==> src/hdl/prw_pkg.sv <==
// Shared types and codes for the particle resampling wheel.
package prw_pkg;

  // Item kinds carried on the input tuser field.
  typedef enum logic [1:0] {
    KIND_LOAD  = 2'd0,
    KIND_START = 2'd1,
    KIND_DRAW  = 2'd2
  } kind_e;

  // Controller states, one-hot.
  typedef enum logic [4:0] {
    ST_IDLE = 5'b00001,
    ST_MUL  = 5'b00010,
    ST_ADD  = 5'b00100,
    ST_WALK = 5'b01000,
    ST_DONE = 5'b10000
  } state_e;

  // Controller to datapath commands.
  typedef struct packed {
    logic load;      // write weight, update max, advance load pointer
    logic start;     // place wheel index, clear accumulator
    logic draw;      // latch fraction, fold index into range
    logic mul;       // capture fraction * max
    logic add;       // add to accumulator, clear step count
    logic step;      // one walk step
    logic out_load;  // copy index to output register
  } cmd_t;

  // Datapath to controller status.
  typedef struct packed {
    logic max_zero;
    logic walk_go;
  } sts_t;

  localparam int unsigned KIND_W  = 2;
  localparam int unsigned FIELD_W = 16;  // weight and fraction field width
  localparam int unsigned CNT_W   = 11;  // particle_count register width
  localparam int unsigned SEL_W   = 10;  // selected_index width
  localparam logic [CNT_W-1:0] CNT_RESET = 11'd100;

endpackage

==> src/hdl/prw_ctrl.sv <==
// Controller state machine: input and output handshakes, draw sequencing.
module prw_ctrl (
  input  logic                         clk_i,
  input  logic                         rst_ni,
  input  logic                         in_valid_i,
  input  logic [prw_pkg::KIND_W-1:0]   in_kind_i,
  output logic                         in_ready_o,
  output logic                         out_valid_o,
  input  logic                         out_ready_i,
  output prw_pkg::cmd_t                cmd_o,
  input  prw_pkg::sts_t                sts_i
);

  prw_pkg::state_e state_q, state_d;
  logic            out_valid_q, out_valid_d;
  logic            out_free;

  assign out_free    = !out_valid_q || out_ready_i;
  assign in_ready_o  = (state_q == prw_pkg::ST_IDLE);
  assign out_valid_o = out_valid_q;

  always_comb begin
    state_d = state_q;
    cmd_o   = '0;
    unique case (state_q)
      prw_pkg::ST_IDLE: begin
        if (in_valid_i) begin
          unique case (prw_pkg::kind_e'(in_kind_i))
            prw_pkg::KIND_LOAD:  cmd_o.load = 1'b1;
            prw_pkg::KIND_START: cmd_o.start = 1'b1;
            prw_pkg::KIND_DRAW: begin
              cmd_o.draw = 1'b1;
              state_d    = prw_pkg::ST_MUL;
            end
            default: ;  // unused kind: dropped
          endcase
        end
      end
      prw_pkg::ST_MUL: begin
        cmd_o.mul = 1'b1;
        if (!sts_i.max_zero) begin
          state_d = prw_pkg::ST_ADD;
        end else if (out_free) begin
          cmd_o.out_load = 1'b1;
          state_d        = prw_pkg::ST_IDLE;
        end else begin
          state_d = prw_pkg::ST_DONE;
        end
      end
      prw_pkg::ST_ADD: begin
        cmd_o.add = 1'b1;
        state_d   = prw_pkg::ST_WALK;
      end
      prw_pkg::ST_WALK: begin
        if (sts_i.walk_go) begin
          cmd_o.step = 1'b1;
        end else if (out_free) begin
          cmd_o.out_load = 1'b1;
          state_d        = prw_pkg::ST_IDLE;
        end else begin
          state_d = prw_pkg::ST_DONE;
        end
      end
      prw_pkg::ST_DONE: begin
        if (out_free) begin
          cmd_o.out_load = 1'b1;
          state_d        = prw_pkg::ST_IDLE;
        end
      end
      default: state_d = prw_pkg::ST_IDLE;
    endcase
  end

  always_comb begin
    if (cmd_o.out_load) begin
      out_valid_d = 1'b1;
    end else if (out_ready_i) begin
      out_valid_d = 1'b0;
    end else begin
      out_valid_d = out_valid_q;
    end
  end

  always_ff @(posedge clk_i or negedge rst_ni) begin
    if (!rst_ni) begin
      state_q     <= prw_pkg::ST_IDLE;
      out_valid_q <= 1'b0;
    end else begin
      state_q     <= state_d;
      out_valid_q <= out_valid_d;
    end
  end

endmodule

==> config.mk <==
export PLATFORM = sky130hd
export DESIGN_NAME = prw_ctrl
export DESIGN_NICKNAME = d
export VERILOG_FILES = /design/src/hdl/prw_pkg.sv /design/src/hdl/prw_ctrl.sv
export SDC_FILE = /design/constraint.sdc
export NUM_CORES = 1
export LEC_CHECK = 0
export CAP_MARGIN = 20
export CORE_AREA = 3 3 42 44
export DETAILED_ROUTE_END_ITERATION = 6
export DIE_AREA = 0 0 45 47
export DONT_BUFFER_PORTS = 1
export SLEW_MARGIN = 20
export SYNTH_ARGS = -nofsm -noshare
export SYNTH_HDL_FRONTEND = slang
export SYNTH_SLANG_ARGS = --single-unit
==> constraint.sdc <==
create_clock -name clk_i -period 1.65 [get_ports clk_i]
set_input_delay 0.0825 -clock clk_i [delete_from_list [all_inputs] [get_ports clk_i]]
set_output_delay 0.0825 -clock clk_i [all_outputs]
set_load 0.02 [all_outputs]
# Yosys cells after proc, flatten, opt, wreduce, memory -nomap -nowiden
# Cells that the tools add are included.
# op_classes
mux,22
n_reduce_logical,5
eq_ne,11
# op_table
op,n
2-to-1 mux 5 bit,6
case mux 5 bit (5 select lines),1
2-to-1 mux 1 bit,12
2-to-1 mux 3 bit,2
!= test 2 bit (second input constant),3
equality test 5 x 1 -> 1 bit (second input constant),1
equality test 5 x 2 -> 1 bit (second input constant),1
equality test 5 x 3 -> 1 bit (second input constant),1
equality test 5 x 4 -> 1 bit (second input constant),1
equality test 5 bit (second input constant),1
AND reduction 4 bit,1
case mux 1 bit (3 select lines),1
equality test 2 x 1 -> 1 bit (second input constant),1
equality test 2 bit (second input constant),1
zero test 2 bit,1
!= test 2 x 1 -> 1 bit (second input constant),1
nonzero test 2 bit,1
zero test 1 bit,1
logical OR 1 bit,1
# word_totals
regBits,6
elab_cells,40
inputBits,8

# Depth between registers and ports, before layout
# Gate-level depths: netlist of run 1.
# logic_depth
word_depth,6
ltp_mapped,6

# Least setup slack after synthesis of run 1
# No wires, ideal clock.
# synth_timing
path_kind,reg2out
from,register state_q[2]
to,output port cmd_o[5] (netlist bit)
arrival_time_ps,1399
stages_incl_launch_ff,5
slack_ps,168
t_required_ps,1567
cell_sequence,dfrtp_1 buf_4 nor3_4 nand3_1 nor3b_1
# synth_lines
element,line,text
"start, declared",prw_ctrl.sv:14,"prw_pkg::state_e state_q, state_d;"
"start signal, assigned",prw_ctrl.sv:86,state_q <= prw_pkg::ST_IDLE;
"start signal, assigned",prw_ctrl.sv:89,state_q <= state_d;
"end, declared",prw_ctrl.sv:10,"output prw_pkg::cmd_t cmd_o,"

==> metrics.txt, run 1 <==
synthesized instance count=45; Most used DFF post-synth=dfrtp_1; flop2flop setup slack=~300 ps; CTS clock-pin slew for the worst setup and hold paths=50 ps; max incr delay on CP=460 ps; total power=0.358 mW; flops & latches, synth=6; CTS buffer count=3; Slew Viols, Final=0; r2r endpoint=state_q[0]; share of cells above drive strength 1=0.459; # IOs=17; port bufs=0; cell taking the most area after synthesis=dfrtp_1; leading cell types by total area after synthesis=dfrtp_1 (28%), dfstp_2 (5.9%), nor3b_1 (5.1%); crit path cell chain=nor3_4 -> and3b_4 -> a22oi_2 -> nor2b_1 -> buf_4; Worst-Margin Slew=278 ps; crit share post-route=0.966; initial drt markers=2; Final Hold Viols=0; Mapped Area=between 400 and 500 um^2; Num Clock Sinks=6; final setup margin=55.3 ps; Synth top area share=0.283; power per cell area=589 nW/um^2; CP arrival=1510 ps; syn_nets=53; Routed Antenna Nets=0; core area=1470 um^2; Top Family by Delay on Critical Path=simple AND/OR/NAND/NOR gates; Starting Density=0.300; largest net degree at the start of global routing=11; most frequent cells after synthesis=dfrtp_1 (5), o21ai_0 (4), nor2_1 (3), nor2b_1 (3), nor3b_1 (3); worst hold path type=in -> reg; Row Count=14; GP Congestion=a little under 0.8; fillcell total=151; CP max FO=7; Root Driver=clkbuf_4; Buf/Inv on CP=1; Sum Neg Setup Slack=0 ps; Final setup viols=0; Worst Hold Path EP=state_q[4]; Via density=5.32; TritonCTS clock tree=done; fmax=627 MHz; WS Path Type=reg -> out; worst endpoint required time=1570 ps; Worst setup EP type=output pin; Post-synth EDFFs=0; hold_ws=106 ps; # diodes=0; Leakage=0.256 nW; first-pass GRT wire length=1720 um; Core Util, Final=0.413; HP Start=out_ready_i; Post-Route WL=1170 um; number of global-route vias before repair=roughly 380; die area=between 2000 and 2500 um^2; critical path's slowest cell=dfrtp_2; initial antenna violation count=0; htree depth=1; crit start category=flop; clock latency on the worst-skew pair=250 ps; Placement Setup Slack=237 ps; Vias=410; Total GRT Usage=0.116; syn avg cell area=between 9 and 10 um^2; async set-reset flop share out of synthesis=1.00; reg2reg path depth=5; gr ovfl total=0; slew margin rel.=0.813; dpl hpwl=around 770 um; layout overhead on the synthesized area=37.7%; worst vdd ir=0.000283 V; routed len/inst=15.2 um; setup skew after layout=roughly 12 ps; TritonRoute pass-1 iters=2; synth unique cells=29; r2r startpoint=state_q[3]; Post-route DRC=0; Final nets=70; CTS max path bufs=2; Max Cap Viol=0; CP Depth=5; yosys warns=0; chip height=47 um; unrepaired setup endpoints after global routing=yes; count leader, synth=dfrtp_1; Worst Hold Depth=2; register area share after synthesis=0.343; status=finished, final reports clean; Die W=45 um; Period minus WS final=1590 ps
-- through the flow --
| stage | cell area (um^2) | cells |
|---|---|---|
| final | 608 | 77 |
| after global routing | 608 | 77 |
| after CTS | 569 | 74 |
| after detailed placement | 502 | 66 |
| after global placement | 502 | 66 |
| after floorplan | 442 | 45 |
-- state kept, by name, summed over array words and instances, names as in the netlist --
register	count
out_valid_o	1
state_q	5
-- kinds of logic (layout without fill, tap and decap cells) --
kind of cell,Yosys count,in the layout,synth area share
AND/OR/NAND/NOR,25,25,0.439
AO/OA/AOI/OAI,8,8,0.119
flip-flops,6,6,0.343
buffers and inverters,4,20,0.0538
XOR/XNOR,1,1,0.0198
multiplexers,1,1,0.0255
-- layer usage --
layer	up-vias	routed length, um	global-route usage	part of all wire
met2	17	611	0.186	0.52
met3	2	108	0.0613	0.092
met1	195	432	0.134	0.37
met4	0	17	0.0351	0.015
met5	-	0	0	0
li1	196	-	-	-
-- placed cells by master, fill, tap and decap left out, drive strengths merged, types with 3 or more instances in the layout --
cell type | synthesis | final
clkbuf | 0 | 4
nor2 | 4 | 4
dfrtp | 5 | 5
nor3b | 3 | 3
dlygate4sd3 | 0 | 4
nor2b | 3 | 3
o21ai | 4 | 4
buf | 3 | 11
-- final cells by class --
type | count | area [um^2] | area share
Multi-Input combinational cell | 35 | 282 | 0.463
Sequential cell | 6 | 154 | 0.253
Timing Repair Buffer | 15 | 123 | 0.202
Clock buffer | 4 | 26.3 | 0.0432
Tap cell | 16 | 20.0 | 0.0329
Inverter | 1 | 3.75 | 0.00617
-- power breakdown --
group	switching (mW)	leakage, nW	internal (mW)
Sequential	0.00496	0.0766	0.151
Clock	0.0596	0.0150	0.0920
Combinational	0.0262	0.164	0.0245
-- timing repair --
action	CTS	global route
hold buffers	4	0
setup endpoints to repair	3	4
gates cloned	0	0
endpoints found under the hold margin	9	0
resized for setup	1	4
buffers inserted	0	3
-- worst max-delay path by stage --
stage,startpoint,to,slack (ps)
floorplan,state_q[2],cmd_o[5],170
global placement,state_q[3],cmd_o[0],270
detailed placement,state_q[3],cmd_o[0],240
CTS,state_q[4],cmd_o[5],4
global route,state_q[3],cmd_o[0],-20
finish,state_q[3],cmd_o[0],60
(Power assumes the default switching activity.)
==> inputs of run 2 (changes only) <==
--- a/config.mk
+++ b/config.mk
@@ -5,10 +5,11 @@
 export SDC_FILE = /design/constraint.sdc
 export NUM_CORES = 1
 export LEC_CHECK = 0
+export ABC_AREA = 1
 export CAP_MARGIN = 20
-export CORE_AREA = 3 3 42 44
+export CORE_AREA = 3 3 43 45
 export DETAILED_ROUTE_END_ITERATION = 6
-export DIE_AREA = 0 0 45 47
+export DIE_AREA = 0 0 46 48
 export DONT_BUFFER_PORTS = 1
 export SLEW_MARGIN = 20
 export SYNTH_ARGS = -nofsm -noshare
==> constraint.sdc (replaced) <==
create_clock -name clk_i -period 1.65 [get_ports clk_i]
set_input_delay 0.0825 -clock clk_i [delete_from_list [all_inputs] [get_ports clk_i]]
set_output_delay 0.0825 -clock clk_i [all_outputs]
set_load 0.1 [all_outputs]
==> metrics.txt, run 2 <==
status=finished, final reports clean; Post-Route WL=1260 um (+7.4%); Final Hold Viols=0 (unchanged); flops & latches, synth=6 (unchanged); CTS max path bufs=2 (unchanged); Row Count=14 (unchanged); die area=2210 um^2 (+4.4%); initial drt markers=12 (+10); largest net degree at the start of global routing=7 (-4); Final nets=93 (+33%); routed len/inst=12.6 um (-17%); register area share after synthesis=0.334 (-0.00852); leading cell types by total area after synthesis=dfrtp_1 (28%), nor2_1 (12%), nor2_4 (9.9%); Leakage=0.366 nW (+43%); # diodes=0 (unchanged); Worst-Margin Slew=305 ps (+26.9 ps); HP Start=sts_i[0]; TritonRoute pass-1 iters=4 (+2); Period minus WS final=1590 ps (-6.96 ps); initial antenna violation count=0 (unchanged); most frequent cells in the layout=nor2_1 (12), nand2_1 (10), inv_1 (8), nor2_4 (7), buf_4 (7); htree depth=1 (unchanged); setup skew after layout=1.95 ps (-9.90 ps); Root Driver=clkbuf_4; Starting Density=0.301 (+0.000494); yosys warns=0 (unchanged); total power=0.891 mW (+150%); critical path's slowest cell=dfrtp_1; gr ovfl total=0 (unchanged); Top Family by Delay on Critical Path=buffers and inverters; Mapped Area=453 um^2 (+2.5%); first-pass GRT wire length=2050 um (+19%); core area=1510 um^2 (+2.4%); count leader, synth=nor2_1; fmax=630 MHz (+0.44%); WS Path Type=reg -> out; Largest Register=state_q; dpl hpwl=994 um (+29%); GP Congestion=0.741 (-6.6%); synthesized instance count=66 (+47%); r2r startpoint=state_q[2]; Routed Antenna Nets=0 (unchanged); CP arrival=1510 ps (about the same); syn avg cell area=6.86 um^2 (-30%); r2r endpoint=state_q[0]; CP max FO=3 (-4); Worst Hold Path EP=out_valid_o; Buf/Inv on CP=3 (+2); crit path cell chain=buf_4 -> inv_1 -> nand3_2 -> nor2_4 -> nand2_2 -> o221ai_2 -> buf_12; Via density=4.90 (-8.0%); reg2reg path depth=9 (+4); # IOs=17 (unchanged); async set-reset flop share out of synthesis=1.00 (unchanged); max incr delay on CP=420 ps (-40 ps); number of global-route vias before repair=481 (+28%); synth unique cells=18 (-38%); slew margin rel.=0.796 (-0.0169); Worst setup EP type=output pin; syn_nets=74 (+40%); cell taking the most area after synthesis=dfrtp_1; Max Cap Viol=0 (unchanged); power per cell area=1210 nW/um^2 (+100%); CTS clock-pin slew for the worst setup and hold paths=50 ps (about the same); worst vdd ir=0.000556 V (+97%); chip height=48 um (+2.1%); unrepaired setup endpoints after global routing=yes; hold_ws=68.5 ps (-37.9 ps); Most used DFF post-synth=dfrtp_1; port bufs=0 (unchanged); Final setup viols=0 (unchanged); max reg flops=5 (unchanged); Synth top area share=0.276 (-0.00704); worst hold path type=in -> reg; CTS buffer count=3 (unchanged); Total GRT Usage=0.137 (+0.0208); Worst Hold Depth=3 (+1); Num Clock Sinks=6 (unchanged); commonest non-fill, non-tap cell in the layout=nor2_1; clock latency on the worst-skew pair=250 ps (about the same); most frequent cells after synthesis=nor2_1 (14), nand2_1 (11), inv_1 (8), nand3_1 (7), dfrtp_1 (5); crit start category=flop; Slew Viols, Final=0 (unchanged); crit share post-route=0.962 (-0.00422); Sum Neg Setup Slack=0 ps (unchanged); TritonCTS clock tree=done; layout overhead on the synthesized area=63.3%; flop2flop setup slack=370 ps (+70 ps); Post-synth EDFFs=0 (unchanged); worst endpoint required time=1570 ps (about the same); Die W=46 um (+2.2%); share of cells above drive strength 1=0.440 (-0.0185); Post-route DRC=0 (unchanged); Vias=490 (+20%)
==> run 2: cell families after synthesis <==
family / Yosys count / share of synthesized area
buffers and inverters: 13 / 0.116
AND/OR/NAND/NOR: 44 / 0.503
flip-flops: 6 / 0.334
AO/OA/AOI/OAI: 3 / 0.0470
==> run 2: where the power goes <==
part           internal, mW  leakage [nW]  switching, mW  total (mW)
combinational         0.159         0.273          0.387       0.546
sequential            0.175        0.0783         0.0149       0.190
clock                0.0923        0.0150         0.0628       0.155
total                 0.426         0.366          0.465       0.891
==> run 2: worst register-to-register path: cells and delay by family, from the launching register on <==
| kind | cells | cell delay (ps) |
|---|---|---|
| buf+inv | 2 | 220 |
| flops | 1 | 420 |
| simple gates | 7 | 580 |
==> run 2: layout make-up <==
type / instances / area (um^2)
inverter: 12 / 47.5
fill: 163 / 767
multi-input combinational: 47 / 310
sequential: 6 / 153
clock buffer: 4 / 26.3
tap: 16 / 20.0
timing repair buffer: 15 / 183
==> run 2: what timing repair did <==
item | 4_1_cts | 5_1_grt
cloned | 0 | 0
buffers inserted | 2 | 1
hold buffers | 3 | 0
setup endpoints to repair | 1 | 4
hold endpoints to repair | 9 | 0
pin swaps | 1 | 2
gates resized for setup | 0 | 3
==> run 2: metrics by stage <==
stage                     area (um^2)  instances  setup WS, ps  utilization
final                             739        100          62.3        0.491
after global routing              739        100         -7.47        0.491
after CTS                         719         99         0.862        0.478
after detailed placement          648         90           215        0.430
after global placement            648         90           262        0.430
after floorplan                   499         66          -602            -
==> run 2: worst max-delay path by stage <==
| stage | from | to | slack [ps] | cells after the start |
|---|---|---|---|---|
| floorplan | state_q[0] | cmd_o[5] | -600 | 4 |
| global placement | state_q[0] | cmd_o[5] | 260 | 5 |
| detailed placement | state_q[0] | cmd_o[5] | 210 | 5 |
| CTS | state_q[0] | cmd_o[5] | 0.9 | 5 |
| global route | state_q[2] | cmd_o[5] | -7 | 6 |
| finish | state_q[2] | cmd_o[0] | 60 | 7 |
==> run 2: metal layers <==
metal  track usage  routed length (um)  up-vias
li1              -                   -      243
met1         0.136                 448      234
met2         0.253                 729        8
met3        0.0451                  49        5
met4        0.0682                  29        0
met5             0                   0        -
